File: config.mk
export PLATFORM = sky130hd
export DESIGN_NAME = rpmc_ram
export DESIGN_NICKNAME = d
export VERILOG_FILES = /design/src/rtl/rpmc_ram.sv
export SDC_FILE = /design/constraint.sdc
export NUM_CORES = 2
export LEC_CHECK = 0
export ABC_AREA = 1
export BUFFER_PORTS_ARGS = -buffer_cell sky130_fd_sc_hd__buf_2
export CORE_MARGIN = 2
export CORE_UTILIZATION = 35
export DETAILED_ROUTE_END_ITERATION = 6
export MAX_ROUTING_LAYER = met4
export PLACE_DENSITY = 0.47
export SYNTH_ARGS = -nofsm -noshare
export SYNTH_HDL_FRONTEND = slang
export SYNTH_SLANG_ARGS = --single-unit
File: constraint.sdc
create_clock -name i_clk -period 2.15 [get_ports i_clk]
set_input_delay 0.3225 -clock i_clk [delete_from_list [all_inputs] [get_ports i_clk]]
set_output_delay 0.3225 -clock i_clk [all_outputs]
set_load 0.01 [all_outputs]
File: src/rtl/rpmc_ram.sv
`timescale 1ns / 1ps
`default_nettype none
module rpmc_ram #(
    parameter int WIDTH = 8,
    parameter int DEPTH = 256
) (
    input  wire logic                     i_clk,
    input  wire logic                     i_we,
    input  wire logic [$clog2(DEPTH)-1:0] i_waddr,
    input  wire logic [WIDTH-1:0]         i_wdata,
    input  wire logic [$clog2(DEPTH)-1:0] i_raddr,
    output logic      [WIDTH-1:0]         o_rdata
);
    logic [WIDTH-1:0] r_mem [DEPTH];

    // one write port, one registered read port
    always_ff @(posedge i_clk) begin
        if (i_we) begin
            r_mem[i_waddr] <= i_wdata;
        end
        o_rdata <= r_mem[i_raddr];
    end
endmodule
`default_nettype wire

# After elaboration in Yosys (flattened, before gate mapping)
# Memories as Yosys holds them, arrays and structs flattened. A register that Yosys moved wholly into a read port is not among the register bits.
# Cells that the tools add are included.
# totals
n_memories	1
elab_cells	3
in_bits	26
ramBits	2048
reg_bits	0
output_inout_bits	8
# classes
muxes	2
# mem_list
memory	depth	word_bits	rd	rd_clocked_by_memory_dff	write_ports	line	source
r_mem	256	8	1	1	1	14	logic [WIDTH-1:0] r_mem [DEPTH];
# op_table
cell	n
2-to-1 mux 1 bit	2

# Logic depth before layout (Yosys ltp)
# logic_depth
word_depth	2
mapped_depth	15
ltp_nobuf	11

# Worst setup path after synthesis
# Ideal clock, no wire load.
# synth_path
path_kind	input to register
from	in i_we
to	mem r_mem[162][0], enable pin
cell_stages	4
t_required_ns	1.780
setup_slack_ns	0.336
n_path_buf	2
arrival_time_ns	1.444
setup_ns	0.370
path_cell_list	clkbuf_1 -> nand3_1 -> clkbuf_1 -> nor2_1
# synth_between
elab_chain_len	2
# synth_rtl
item	line	source
start: declaration	8	input wire logic i_we,
2-to-1 mux 1 bit	18	if (i_we) begin
2-to-1 mux 1 bit (implied by the code)	19	r_mem[i_waddr] <= i_wdata;
end: declaration	14	
# No other way between the ends.

# Final worst setup path
# layout_path
from	reg o_rdata[7], read port of r_mem
to	out o_rdata[7]
# layout_lines
item	line	source
start: declaration	12	output logic [WIDTH-1:0] o_rdata
# No word-level cell between the ends.

==> results by group <==
Cells and area
  – Layout fillers: 22400
  – Sequential cell area: 61700 µm²
  – Final #Nets: 7519
  – Area of the multi-input gates: 19200 µm²
  – Area growth from synthesis to layout: 19.7%
  – Final Util: 42.1%
  – Ratio of cells with drive above 1 in the final layout: 13.9%

Global routing
  – Total track usage: 22.1%
  – Initial antenna violation count: 18
  – Largest net degree at the start of global routing: 74
  – Vias in the first global route: 55200
  – GRT overflow: 0
  – First-pass GRT wire length: 384000 µm

CTS
  – Maximum clock insertion buffer count: 3
  – Sink Count: 2056
  – Post-CTS setup buffers: 0
  – Clk slew on worst S/H paths: 0.06 ns
  – CTS tree: built
  – H-tree depth: 4
  – Total CTS buffers: 218
  – Worst skew pair latency: 0.88 ns
  – Root Driver: clkbuf_16

Drt
  – Routed wire length: 263000 µm
  – DR WL/cell: 24.2 µm
  – Vias per cell: 5.16
  – First-pass iteration count of the detailed router: 6
  – Residual DRC count: 0
  – Drt initial violations: 6297
  – ANT nets after route: 0
  – Vias: 56000

Pwr
  – P per Cell Area: 876 nW/µm²
  – Leakage: 0.0356 µW
  – Worst vdd ir: 0.840 mV

STA
  – Worst-margin pin slew: 0.666 ns
  – Fmax: 495 MHz
  – Final max-slew violation count: 0
  – RSZ-0062 raised after global routing: no
  – Worst Skew: 0.0399 ns
  – Tcrit/Tclk final: 93.9%
  – Endpoints failing setup: 0
  – Setup TNS: 0 ns
  – Rel. slew slack: 55.6%
  – Setup slack after layout: 0.131 ns
  – Tmin final: 2.02 ns
  – Final hold vios: 0

Setup path
  – CP max FO: 1
  – CP Cell Sequence: buf_2
  – Crit path max-delay family: flip-flops
  – WP data arrival: 1.70 ns
  – Worst Setup EP: o_rdata[7]
  – Capturing point of the worst reg2reg path: o_rdata[7]
  – R2R cell count: 10
  – Buf/Inv on CP: 1
  – WP data required: 1.83 ns
  – CP max-delay cell: dfxtp_1
  – Slowest stage delay, CP: 0.59 ns
  – R2R Setup Slk: 0.15 ns
  – Crit path from: o_rdata[7]
  – Stages on the worst setup path: 1
  – Startpoint types: flop
  – FF-to-FF Start: r_mem[229][7]
  – Crit end category: output pin
  – Crit path kind: flop to output pin

Synth
  – YS warnings: 0
  – Cell variety after synth: 14
  – Synth Instances: 7003
  – Seq/Total Area, Yosys: 73.9%
  – Average size of a mapped cell: 11.9 µm²
  – Synth Register Bits: 2056
  – Mapped Area: 83400 µm²
  – Syn nets: 7029

Die
  – Die width: 492 µm
  – CORE AREA: 237000 µm²
  – Die ar.: 242000 µm²
  – Number of I/O pins: 34
  – Initial Utilization: 35.1%
  – Num rows: 179
  – Die Span Y: 492 µm

Place
  – Dpl hpwl: 166000 µm
  – Port Buffers: 33
  – Routability Congestion: 0.915
  – Worst Setup Slack post-DPL: -0.520 ns

Run
  – Max_cap viols: 0

Hold path
  – Hold path startpoint: i_we
  – Min-Delay Path Depth: 3
  – HP Class: input pin to flop

Status
  – Outcome: finished clean
==> stage by stage <==
stage | instances | instance area (µm²) | hold slack, ns | total power (µW)
3_5_place_dp | 10400 | 92700 | 0.636 | 51200
4_1_cts | 10800 | 99800 | 0.100 | 88300
3_3_place_gp | 10400 | 92700 | 0.643 | 51200
6_report | 10900 | 99800 | 0.171 | 87500
5_1_grt | 10900 | 99800 | 0.162 | 90200
2_1_floorplan | 7003 | 83400 | 0.421 | 47800
==> layout make-up <==
| class | count | share of cell area [%] |
|---|---|---|
| Inverter | 39 | 0.180 |
| Clock inverter | 134 | 1.28 |
| Clock buffer | 272 | 5.74 |
| Sequential cell | 2056 | 61.8 |
| Multi-Input combinational cell | 4425 | 19.2 |
| Tap cell | 3167 | 3.97 |
| Antenna cell | 7 | 0.0175 |
| Timing Repair Buffer | 753 | 7.85 |
==> registers in the layout, indices dropped and copies added, names as in the netlist <==
signal	flops
o_rdata	8
r_mem	2048
==> Yosys cell counts <==
cell	n	area, µm²
edfxtp_1	2048	61500
buf_4	46	345
buf_2	268	1340
buf_8	1	15.0
clkbuf_1	112	420
nand3_1	2019	10100
inv_4	1	6.26
inv_2	2	7.51
dfxtp_1	8	160
buf_6	16	180
buf_1	40	150
nand2_1	2123	7970
inv_1	36	135
nor2_1	283	1060
==> routing by layer <==
| metal | global-route usage (%) | vias up | part of all wire [%] |
|---|---|---|---|
| li1 | - | 25900 | - |
| met1 | 29.8 | 27900 | 43 |
| met2 | 34.6 | 1852 | 47 |
| met3 | 2.68 | 405 | 6.0 |
| met4 | 7.67 | 0 | 3.5 |
| met5 | - | - | 0 |
==> cells in the final DEF (no fill, tap or decap), drive strengths merged <==
| cell | instances |
|---|---|
| nand3 | 2019 |
| diode | 7 |
| bufinv | 20 |
| clkinvlp | 6 |
| clkinv | 103 |
| nor2 | 283 |
| dfxtp | 8 |
| dlygate4sd3 | 9 |
| nand2 | 2123 |
| edfxtp | 2048 |
| inv | 44 |
| clkbuf | 272 |
| buf | 744 |
==> worst min-delay path by stage <==
| stage | to | slack (ns) |
|---|---|---|
| after CTS | r_mem[212][7] | 0.10 |
| final | r_mem[212][7] | 0.17 |
| after floorplan | r_mem[0][0] | 0.42 |
| after detailed placement | r_mem[237][4] | 0.64 |
| after global routing | r_mem[212][7] | 0.16 |
| after global placement | r_mem[237][4] | 0.64 |
==> power by group <==
part | internal, µW | total (µW) | switching, µW | leakage, µW
sequential | 44200 | 44300 | 89.9 | 0.0185
clock | 21300 | 37200 | 15900 | 0.00342
combinational | 1840 | 6050 | 4210 | 0.0137
==> cells by family (layout without fill, tap and decap cells) <==
kind of cell,after synthesis,after routing,synth area share [%]
flip-flops,2056,2056,73.9
AND/OR/NAND/NOR,4425,4425,22.9
buffers and inverters,522,1198,3.12
other,0,7,0
==> what timing repair did <==
action                                  4_1_cts  5_1_grt
hold buffers                                  9        0
endpoints found under the setup margin        2        0
hold endpoints to repair                    302        0
resized for setup                             2        0
Note: power is estimated with default switching activity, not from simulation.
