### src/rtl/rpmc_pkg.sv
`timescale 1ns / 1ps
`default_nettype none
package rpmc_pkg;

    // grid geometry, fixed by the coordinate fields
    localparam int COORD_W = 5;
    localparam int GRID_W  = 32;
    localparam int GRID_H  = 32;
    localparam int CELL_AW = 2 * COORD_W;
    localparam int CELL_N  = GRID_W * GRID_H;
    localparam int RAND_W  = 16;

    localparam logic [1:0] FN_START = 2'd0;
    localparam logic [1:0] FN_STEP  = 2'd1;
    localparam logic [1:0] FN_READ  = 2'd2;

    localparam logic [2:0] LINK_NONE = 3'd4;

    typedef enum logic [1:0] {
        CS_BLOCKED  = 2'd0,
        CS_PASSAGE  = 2'd1,
        CS_FRONTIER = 2'd2
    } t_cell;

    typedef enum logic [1:0] {
        DIR_LEFT  = 2'd0,
        DIR_UP    = 2'd1,
        DIR_RIGHT = 2'd2,
        DIR_DOWN  = 2'd3
    } t_dir;

    typedef struct packed {
        logic [1:0]        func;
        logic [4:0]        x;
        logic [4:0]        y;
        logic [RAND_W-1:0] rand_pick;
        logic [RAND_W-1:0] rand_dir;
    } t_in_beat;

    typedef struct packed {
        logic [4:0] cell_x;
        logic [4:0] cell_y;
        logic       carved;
        logic [2:0] link_dir;
        logic [1:0] cell_state;
        logic [8:0] frontier_count;
        logic       done_res;
    } t_out_beat;

    typedef struct packed {
        logic               ok;
        logic [CELL_AW-1:0] addr;
    } t_nb;

    // neighbour one or two cells away, with its grid check
    function automatic t_nb nb_pos(logic [COORD_W-1:0] cx, logic [COORD_W-1:0] cy,
                                   t_dir d, logic far);
        logic signed [COORD_W+1:0] nx;
        logic signed [COORD_W+1:0] ny;
        logic signed [COORD_W+1:0] st;
        t_nb r;
        st = far ? (COORD_W+2)'(2) : (COORD_W+2)'(1);
        nx = signed'({2'b00, cx});
        ny = signed'({2'b00, cy});
        unique case (d)
            DIR_LEFT:  nx = nx - st;
            DIR_UP:    ny = ny - st;
            DIR_RIGHT: nx = nx + st;
            DIR_DOWN:  ny = ny + st;
            default:   nx = nx;
        endcase
        r.ok   = (nx >= 0) && (ny >= 0) && (int'(nx) < GRID_W) && (int'(ny) < GRID_H);
        // row-major index, grid width a power of two
        r.addr = {ny[COORD_W-1:0], nx[COORD_W-1:0]};
        return r;
    endfunction

endpackage
`default_nettype wire

### src/rtl/rpmc_div.sv
`timescale 1ns / 1ps
`default_nettype none
module rpmc_div #(
    parameter int DIV_W = 9
) (
    input  wire logic                        i_clk,
    input  wire logic                        i_rst_n,
    input  wire logic                        i_start,
    input  wire logic [rpmc_pkg::RAND_W-1:0] i_dividend,
    input  wire logic [DIV_W-1:0]            i_divisor,
    output logic                             o_done,
    output logic      [DIV_W-1:0]            o_rem
);
    import rpmc_pkg::*;

    localparam int CNT_W = $clog2(RAND_W);

    logic             r_busy;
    logic [CNT_W-1:0] r_cnt;
    logic [RAND_W-1:0] r_dvd;
    logic [DIV_W-1:0] r_div;
    logic [DIV_W-1:0] r_rem;
    logic [DIV_W:0]   t_trial;

    assign t_trial = {r_rem, r_dvd[RAND_W-1]};
    assign o_rem   = r_rem;

    // restoring remainder, one dividend bit a cycle
    always_ff @(posedge i_clk) begin
        if (!i_rst_n) begin
            r_busy <= 1'b0;
            o_done <= 1'b0;
            r_cnt  <= '0;
        end else begin
            o_done <= 1'b0;
            if (i_start) begin
                r_busy <= 1'b1;
                r_cnt  <= '0;
                r_dvd  <= i_dividend;
                r_div  <= i_divisor;
                r_rem  <= '0;
            end else if (r_busy) begin
                if (t_trial >= {1'b0, r_div}) begin
                    r_rem <= DIV_W'(t_trial - {1'b0, r_div});
                end else begin
                    r_rem <= t_trial[DIV_W-1:0];
                end
                r_dvd <= r_dvd << 1;
                r_cnt <= r_cnt + 1'b1;
                if (r_cnt == CNT_W'(RAND_W - 1)) begin
                    r_busy <= 1'b0;
                    o_done <= 1'b1;
                end
            end
        end
    end
endmodule
`default_nettype wire

### config.mk
export PLATFORM = sky130hd
export DESIGN_NAME = rpmc_div
export DESIGN_NICKNAME = d
export VERILOG_FILES = /design/src/rtl/rpmc_pkg.sv /design/src/rtl/rpmc_div.sv
export SDC_FILE = /design/constraint.sdc
export NUM_CORES = 1
export LEC_CHECK = 0
export BUFFER_PORTS_ARGS = -buffer_cell sky130_fd_sc_hd__buf_2
export CAP_MARGIN = 5
export CORE_ASPECT_RATIO = 0.8
export CORE_UTILIZATION = 50
export CTS_CLUSTER_DIAMETER = 100
export DETAILED_ROUTE_END_ITERATION = 16
export PLACE_DENSITY = 0.76
export SYNTH_ARGS = -nofsm -noshare
export SYNTH_HDL_FRONTEND = slang
export SYNTH_SLANG_ARGS = --single-unit
### constraint.sdc
create_clock -name i_clk -period 2.3 [get_ports i_clk]
set_input_delay 0 -clock i_clk [delete_from_list [all_inputs] [get_ports i_clk]]
set_output_delay 0 -clock i_clk [all_outputs]
set_load 0.1 [all_outputs]
======== Word-level counts from Yosys, hierarchy flattened ========
Cells that the tools add are included.
storage, ports and cells
  word-level logic and storage cells ...... 25
  input port bits ......................... 28
  bits in registers ....................... 40
cells by class
  equality and inequality tests ........... 1
  order comparisons ....................... 1
  reductions and logical operators ........ 5
  muxes and demuxes ....................... 8
  bitwise operators ....................... 2
  add/sub/neg operators ................... 2
operator list
  kind                   number
  $mux W16               2
  $mux W9                2
  $ge A10 B9 Y1          1
  $sub A9 B9 Y9          1
  $add A4 B1 Y4 const B  1
  $eq A4 B4 Y1 const B   1
  $mux W1                4
  $reduce_and A2 Y1      2
  $reduce_or A3 Y1       1
  $not A1 Y1             2
  $reduce_bool A2 Y1     1
  $reduce_or A2 Y1       1

======== Depth between registers and ports, before layout ========
  depth in word-level cells ............... 4
  gate-level depth with buffers ........... 10
  depth with buffers taken out ............ 9

======== Worst setup path before layout ========
Ideal clock, no wire load.
  kind .................................... reg-to-reg
  start point ............................. register r_rem[6] (netlist: o_rem[6])
  end point ............................... register r_rem[6] (netlist: o_rem[6]), data pin
  path slack .............................. -0.600 ns
  required time ........................... 2.110 ns
  arrival time ............................ 2.710 ns
  setup time .............................. 0.190 ns
  stages on the path, launching flop included .. 7
  clock period less this slack ............ 2.900 ns
  cell sequence ........................... edfxtp_1 > ha_1 > a21o_2 > a211o_2 > nor2_2 > mux2_2 > a2111oi_2
on the way
  cells in the longest elaborated chain, start to end .. 3
RTL lines
  item                    line            source
  start, declared         rpmc_div.sv:22  logic [DIV_W-1:0] r_rem;
  start signal, assigned  rpmc_div.sv:44  r_rem <= DIV_W'(t_trial - {1'b0, r_div});
  start signal, assigned  rpmc_div.sv:46  r_rem <= t_trial[DIV_W-1:0];
  $ge A10 B9 Y1           rpmc_div.sv:43  if (t_trial >= {1'b0, r_div}) begin
  $mux W9                 rpmc_div.sv:43
  $mux W9                 rpmc_div.sv:42  end else if (r_busy) begin
Every way passes these cells. The select of a mux whose other input is x is not followed.
A chain may end at the register's enable or synchronous reset.

======== Worst setup path after layout ========
  start point ............................. register r_dvd[15]
  end point ............................... register r_rem[2] (netlist: o_rem[2]), data pin
on the way
  cells in the longest elaborated chain, start to end .. 3
RTL lines
  item                                            line                            source
  start, declared                                 rpmc_div.sv:20                  logic [RAND_W-1:0] r_dvd;
  start signal, assigned                          rpmc_div.sv:39                  r_dvd <= i_dividend;
  start signal, assigned                          rpmc_div.sv:48                  r_dvd <= r_dvd << 1;
  $sub A9 B9 Y9 or $ge A10 B9 Y1 (tied branches)  rpmc_div.sv:44, rpmc_div.sv:43
  $mux W9 (*)                                     rpmc_div.sv:43
  $mux W9 (*)                                     rpmc_div.sv:42
Mark *: on every way between the ends. The rest lies on a longest branch, timed or not. The select of a mux whose other input is x is not followed.

==> metrics.md <==
| Metric | Value |
|---|---|
| Status | complete, but fails checks |
| Failing checks | negative setup slack |
| Average wire per standard cell | 15.0 microns |
| Least-Margin Pin Slew | 0.553 ns |
| Detailed-route DRC error count | 0 |
| Worst setup slack after layout | -0.0819 ns |
| Clk sink count | 40 |
| VDD IR-drop max | 0.000406 V |
| DRT Pass-1 Iters | 4 |
| Clock root buffer | clkbuf_8 |
| Die height | 59.5 microns |
| Gr ovfl total | 0 |
| Longest Clk Path Bufs | 2 |
| CTS tree | done |
| Placed cell count | 263 |
| Pleak | 0.00110 uW |
| Worst Hold Class | in2reg |
| Vias in the first global route | 1587 |
| Cells after Synth | 163 |
| DR top layer | met4 |
| Crit path required time | 2.34 ns |
| Final wirelength | 4300 microns |
| # rows | 20 |
| Largest net degree at the start of global routing | 19 |
| Crit share post-route | 104% |
| Syn_area_per_cell | 12.7 sq um |
| Die footprint | 4400 sq um |
| RSZ-0062 raised after global routing | true |
| CP Capture Type | register |
| Number of DRC markers in iteration 0 | 82 |
| Post-synthesis cell area | 2070 sq um |
| Gr usage total | 22.0% |
| Most frequent cells in the layout | buf_2, edfxtp_1, mux2_2, buf_4 |
| Power per cell area | 689 nW/um^2 |
| Antenna diodes | 0 |
| Metal1 wirelength | 1930 microns |
| Finished Core Util | 72.5% |
| Final Hold Vio Count | 0 |
| Initial Util | 53.3% |
| Slew headroom | 63.1% |
| WHS | 0.0107 ns |
| First-pass GRT wire length | 7050 microns |
| Placer's final routability congestion estimate | 0.985 |
| Critical Path Start Type | register |
| Synth warn | 0 |
| Yosys reg bits | 40 |
| Setup Total Neg Slack | -0.214 ns |
| Met2 routed WL | 2160 microns |
| Critical-path maximum fanout | 6 |
| Initial antenna violation count | 0 |
| Synthesized Nets | 202 |
| Worst-Skew Late Latency | 0.28 ns |
| Max-cap violations | 0 |
| Final ANT Viol Nets | 0 |
| Top-area cell type share of the netlist area | 49.4% |
| Routed wl met3 | 131 microns |
| Area growth syn-to-layout | 36.0% |
| Detailed Place HPWL | 3000 microns |
| Setup Skew | 0.00246 ns |
| Final-layout fill cell count | 251 |
| Crit Path Class | reg2reg |
| Final setup fails | 5 |
| Ys async rst share | 0% |
| Cell variety after synth | 42 |
| EDFF count, synth | 34 |
| Core area | 3880 sq um |
| Via-per-instance ratio | 5.37 |
| Commonest non-fill, non-tap cell in the layout | buf_2 |
| # IOs | 38 |
| TritonCTS Buffers | 5 |
| Seq/Total Area, Yosys | 55.2% |
| Fmax achieved | 0.420 GHz |
| Area leader, netlist | edfxtp_1 |
| Clock transition at the registers of the reported paths | 0.08 ns |
| Primary FF master, synth | edfxtp_1 |
| Crit path arrival time | 2.42 ns |
| Final nets | 270 |
| H-tree Lvls | 2 |
| Final worst path period need | 2.38 ns |
| Max-slew violations | 0 |
| Synth top area cells | edfxtp_1, mux2_2, ha_1, dfxtp_1, a21oi_1 |
| Port Buffers | 37 |
| Share of cells above drive strength 1 | 44.8% |
| Layout Cells excl Fill | 287 |
| Die Width | 73.9 microns |
| Vias | 1542 |
## per-stage QoR
| stage | setup slack [ns] | instance area [sq um] | power [uW] |
|---|---|---|---|
| after floorplan | -0.425 | 2210 | 1310 |
| after global placement | 0.0248 | 2540 | 1430 |
| after detailed placement | -0.0631 | 2540 | 1450 |
| after CTS | -0.0608 | 2830 | 1950 |
| after global routing | -0.155 | 2810 | 2020 |
| final | -0.0819 | 2810 | 1940 |
## worst max-delay path: stages (launching register included)
cell	delay (ns)
edfxtp_1	0.40
inv_2	0.10
ha_4	0.14
inv_2	0.03
fa_2	0.36
a211oi_4	0.26
o21ai_4	0.09
a211oi_4	0.33
buf_12	0.16
mux2i_1	0.20
nor2_1	0.06
## metal layers
layer  track usage, %  vias up
li1                 -      744
met2             39.1       40
met3             4.59        9
met1             26.8      749
met5                0        -
met4             7.69        0
## cell usage after synthesis, types with 2 or more instances
cell type and n:
edfxtp_1 34, mux2_2 16, inv_1 11, a21oi_1 10, ha_1 10, nor2_1 9, nand2_1 8, dfxtp_1 6
nor3_1 5, mux2i_1 4, o21ai_0 4, o21a_1 3, xor2_1 3, a211oi_1 2, and2_1 2, and3_2 2
and4_2 2, clkbuf_1 2, nand2b_1 2, nand3_1 2, nor2b_1 2, o211ai_1 2, o31ai_1 2, xnor2_1 2
## worst paths after layout
kind                       from       end  slack, ns  depth (start not counted)
hold / removal    i_dividend[7]  r_dvd[7]       0.01                          2
hold reg to reg        r_cnt[3]    o_done       0.50                          2
setup reg to reg      r_dvd[15]  o_rem[2]      -0.08                         10
setup / recovery      r_dvd[15]  o_rem[2]      -0.08                         10
## power by group
group	switching [uW]	total (uW)	internal, uW	leakage (uW)
registers	29.8	879	849	0.000374
clock network	235	445	210	0.0000388
logic	340	613	273	0.000691
## state kept, by name, summed over array words and instances (netlist names)
| signal | cells |
|---|---|
| o_done | 1 |
| o_rem | 9 |
| r_busy | 1 |
| r_cnt | 4 |
| r_div | 9 |
| r_dvd | 16 |
## cell type report
| class | instances | area (sq um) | area share [%] |
|---|---|---|---|
| timing repair buffer | 65 | 440 | 15.7 |
| inverter | 11 | 41.3 | 1.47 |
| clock buffer | 6 | 72.6 | 2.58 |
| clock inverter | 2 | 11.3 | 0.401 |
| multi-input combinational | 108 | 1030 | 36.8 |
| tap | 55 | 68.8 | 2.45 |
| sequential | 40 | 1140 | 40.6 |
## what timing repair did
item,in CTS,in global routing
pin swaps,7,5
endpoints found under the hold margin,10,0
gates resized for setup,9,1
gates cloned,1,0
buffers inserted,5,1
hold buffers,10,0
setup endpoints to repair,8,9
## logic make-up after synthesis
family | after synthesis | share of synthesized area [%]
flops | 40 | 55.2
simple gates | 40 | 10.6
mux | 20 | 10.7
buf+inv | 15 | 3.09
xor+xnor | 5 | 2.12
compound gates | 32 | 11.3
fa+ha+maj | 11 | 7.02
Power figures use the tool's default switching activity.
